## src/hw/rtl/tcpa_ram.sv

```systemverilog
module tcpa_ram #(
    parameter int WIDTH = 8,
    parameter int DEPTH = 16
) (
    input  logic                     i_clk,
    input  logic                     i_we,
    input  logic [$clog2(DEPTH)-1:0] i_waddr,
    input  logic [WIDTH-1:0]         i_wdata,
    input  logic                     i_re,
    input  logic [$clog2(DEPTH)-1:0] i_raddr,
    output logic [WIDTH-1:0]         o_rdata
);

    logic [WIDTH-1:0] mem [DEPTH];
    logic [WIDTH-1:0] r_rdata;

    always_ff @(posedge i_clk) begin
        if (i_we) begin
            mem[i_waddr] <= i_wdata;
        end
        if (i_re) begin
            r_rdata <= mem[i_raddr];
        end
    end

    assign o_rdata = r_rdata;

endmodule

```

## config.mk

```make
export PLATFORM = sky130hd
export DESIGN_NAME = tcpa_ram
export DESIGN_NICKNAME = d
export VERILOG_FILES = /design/src/hw/rtl/tcpa_ram.sv
export SDC_FILE = /design/constraint.sdc
export NUM_CORES = 1
export LEC_CHECK = 0
export BUFFER_PORTS_ARGS = -buffer_cell sky130_fd_sc_hd__clkbuf_2
export CAP_MARGIN = 30
export CORE_AREA = 2 2 111 113
export CTS_BUF_LIST = sky130_fd_sc_hd__clkbuf_16
export DETAILED_ROUTE_END_ITERATION = 10
export DIE_AREA = 0 0 113 115
export GPL_ROUTABILITY_DRIVEN = 1
export SYNTH_ARGS = -nofsm -noshare
export SYNTH_HDL_FRONTEND = slang
export SYNTH_SLANG_ARGS = --single-unit
```

## constraint.sdc

```tcl
create_clock -name i_clk -period 4.5 [get_ports i_clk]
set_input_delay 0.45 -clock i_clk [delete_from_list [all_inputs] [get_ports i_clk]]
set_output_delay 0.45 -clock i_clk [all_outputs]
set_load 0.01 [all_outputs]
```

# Word-level counts from Yosys, hierarchy flattened
# Memories as Yosys holds them, arrays and structs flattened. A register that Yosys moved wholly into a read port is not among the register bits.
# Cells that the tools add are included.
dict set report classes {
  n_shift 0
  div_mod_pow 0
  mux 2
  multipliers 0
  add_sub_neg 0
  order_cmp 0
  bitwise 0
  n_reduce_logical 0
  eq_ne 0
}
# cell n
set ops {}
lappend ops {{1-bit 2-to-1 mux} 2}
dict set report totals {
  in_bits 19
  latch_bits 0
  memories 1
  output_inout_bits 8
  elab_cells 3
  mem_bits_rw 128
  regBits 0
  rom_bits 0
}
# memory words word_bits read_ports rd_ports_with_merged_regs wr line_no
set memory_table {}
lappend memory_table {mem 16 8 1 1 1 14} ;# logic [WIDTH-1:0] mem [DEPTH];

# Logic depth before layout (Yosys ltp)
dict set report depth {
  ltp_word 2
  depth_mapped 5
  mapped_depth_nobuf 3
}

# Worst setup path after synthesis
# OpenSTA, ideal clock, no wires.
dict set report synth_path {
  kind {in2reg}
  startpoint {input i_waddr[2]}
  endpoint {memory mem[0][0] (enable)}
  setup_time_ns 0.383
  stages 2
  n_path_buf 0
  t_arrival_ns 1.560
  required_time_ns 4.117
  path_slack_ns 2.557
  cell_sequence {or3b_2 -> nor3_1}
}
# element line_no
set synth_rtl {}
lappend synth_rtl {{start: declaration} 7} ;# input logic [$clog2(DEPTH)-1:0] i_waddr,
lappend synth_rtl {{end: declaration} 14}
# Straight into the memory's write port.

==> results_dict.tcl <==
set metrics [dict create \
    core_area_mm2 0.0118 \
    path_buf_inv 2 \
    slew_headroom 0.364 \
    cts_resized 0 \
    min_period_over_period 0.480 \
    grt_max_degree 33 \
    final_cell_mix "edfxtp_1, clkbuf_2, mux4_2" \
    drc 3 \
    rsz0062_at_grt "false" \
    synth_nets 248 \
    hold_path_class "in -> reg" \
    syn_area_per_cell_um2 22.8 \
    num_vias 2465 \
    hpwl_um 6660 \
    postCtsSetupRepairBufs 0 \
    clkLatencyLatePin_ps 410 \
    fin_tns_setup_ps 0 \
    cp_max_fo 21 \
    syn_area_mm2 0.00523 \
    synthToLayoutAreaGrowth_pct 16.4 \
    peakVddDrop_mv 0.254 \
    grt_pass1_vias 2480 \
    finalHoldViolCount 0 \
    reg2reg_from "mem[0][4]" \
    cts_tree "yes" \
    cts_hold_buf 0 \
    worstPathRequired_ps 4650 \
    synth_ff_type "edfxtp_1" \
    power.leakage_uw 0.00205 \
    crit_path_end_kind "flop" \
    tightest_slew_ps 950 \
    ys_seq_area_frac 0.781 \
    start_kind "input pin" \
    maxCapViolCount 0 \
    failed_checks "DRC" \
    setup_viol 0 \
    ff_latch_area_mm2 0.00408 \
    gp_congestion 0.690 \
    crit_chain "clkbuf_2 -> buf_4 -> mux4_1 -> a22oi_1 -> nand2_1" \
    skew_ps 6.12 \
    clockRootBuffer "clkbuf_16" \
    synth-edff-count 136 \
    numCtsBuffers 17 \
    cts_buffer_depth 2 \
    drive_gt1_frac 0.279 \
    finalNonFillerCells 434 \
    io_pins 27 \
    nFillCells 918 \
    ys_types 18 \
    critical-path-top-delay-family "buffers and inverters" \
    yosysWarnings 0 \
    async_reset_ff_frac 0 \
    dieHeight_um 115 \
    layout_commonest_cell "edfxtp_1" \
    antenna_left 0 \
    slowest_delay_ps 600 \
    diodes 0 \
    drt_first_iter_violations 244 \
    holdPathEnd "mem[15][7]" \
    ff2ff_path_depth 3 \
    post_drt_wl_per_cell_um 24.0 \
    vias_per_cell 5.68 \
    final_max_slew_viol_count 0 \
    yosysTopAreaCellShare 0.781 \
    grt_pass1_wl_um 15800 \
    period_needed_ps 2160 \
    syn_inst 229 \
    synth.largest_area_cell "edfxtp_1" \
    gr-total-overflow 0 \
    slowest_stage "clkbuf_2" \
    grt_use_total 0.177 \
    multi_input_area_mm2 0.00107 \
    status "finished with violations" \
    ys_ff_latch 136 \
    r2r_slack_ps 3060 \
    antenna_found_initial 0 \
    synth.area.top_cells "edfxtp_1, mux4_2, mux4_1, a22oi_1, nor2_1" \
    h-tree-depth 4 \
    wl_um 10400 \
    rows 40 \
    place_inst 405 \
    worstHoldStart "i_wdata[7]" \
    fmax_ghz 0.463 \
    cp.arrival_ps 2310 \
    port_buffers 26 \
    clock_sinks 136 \
    die_w_um 113 \
    reg2reg_to "o_rdata[4]" \
    start_util 0.443 \
    dieArea_mm2 0.0130 \
    path_class "in -> reg" \
    power_density_mw_per_mm2 451 \
    dr.pass1.iters 7 \
    hold_path_depth 1 \
    final_nets 296 \
    clkTransAtPathRegs_ps 60 \
]
[synthesized netlist by cell type (all sizes together), types with 2 or more instances]
master,n
nand2b,2
edfxtp,136
nand3b,2
a22oi,16
clkdlybuf4s25,3
nor2,13
nor3,4
mux4,32
nand2,9
buf,7
[cells by family (layout without fill, tap and decap cells)]
family | count (synthesis) | after routing | synth area share
DFF | 136 | 136 | 0.781
and+or+nand+nor | 35 | 35 | 0.0314
muxes | 32 | 32 | 0.148
AOI/OAI and AO/OA | 16 | 16 | 0.0230
buffers and inverters | 10 | 68 | 0.0165
[final cells by class]
| cell class | count | share of cell area |
|---|---|---|
| Timing Repair Buffer | 39 | 0.0411 |
| Tap cell | 147 | 0.0302 |
| Sequential cell | 136 | 0.671 |
| Clock inverter | 12 | 0.0121 |
| Clock buffer | 17 | 0.0699 |
| Multi-Input combinational cell | 83 | 0.175 |
[metal layers]
layer	wire length, µm	track usage
met4	72	0.0732
met5	0	0
met1	4610	0.248
met3	662	0.0453
met2	5080	0.268
[sequential cells by signal (all words and copies together) (netlist names)]
signal	cells
mem	128
o_rdata	8
[report_power, final]
group | switching [µW] | internal (µW) | total, µW | leakage (µW)
logic | 75.2 | 52.2 | 127 | 0.000554
clock network | 452 | 727 | 1180 | 0.000261
registers | 7.17 | 1430 | 1440 | 0.00124
total | 535 | 2210 | 2740 | 0.00205
[worst max-delay path by stage]
stage	cells past startpoint	startpoint	slack, ps	end
after floorplan	2	i_waddr[2]	2560	mem[0][0]
after global placement	5	i_raddr[0]	1880	o_rdata[3]
after detailed placement	5	i_raddr[0]	1890	o_rdata[4]
after CTS	5	i_raddr[0]	2330	o_rdata[4]
after global routing	5	i_raddr[0]	2150	o_rdata[3]
final	5	i_raddr[0]	2340	o_rdata[4]
[through the flow]
stage	area [µm²]	util	hold slack, ps	setup WS [ps]	power [µW]
after floorplan	5230	-	549	2560	1530
after global placement	5500	0.466	726	1880	1590
after detailed placement	5590	0.473	737	1890	1590
after CTS	6080	0.515	440	2330	2770
after global routing	6080	0.515	472	2150	2830
final	6080	0.515	442	2340	2740
Power figures use the tool's default switching activity.
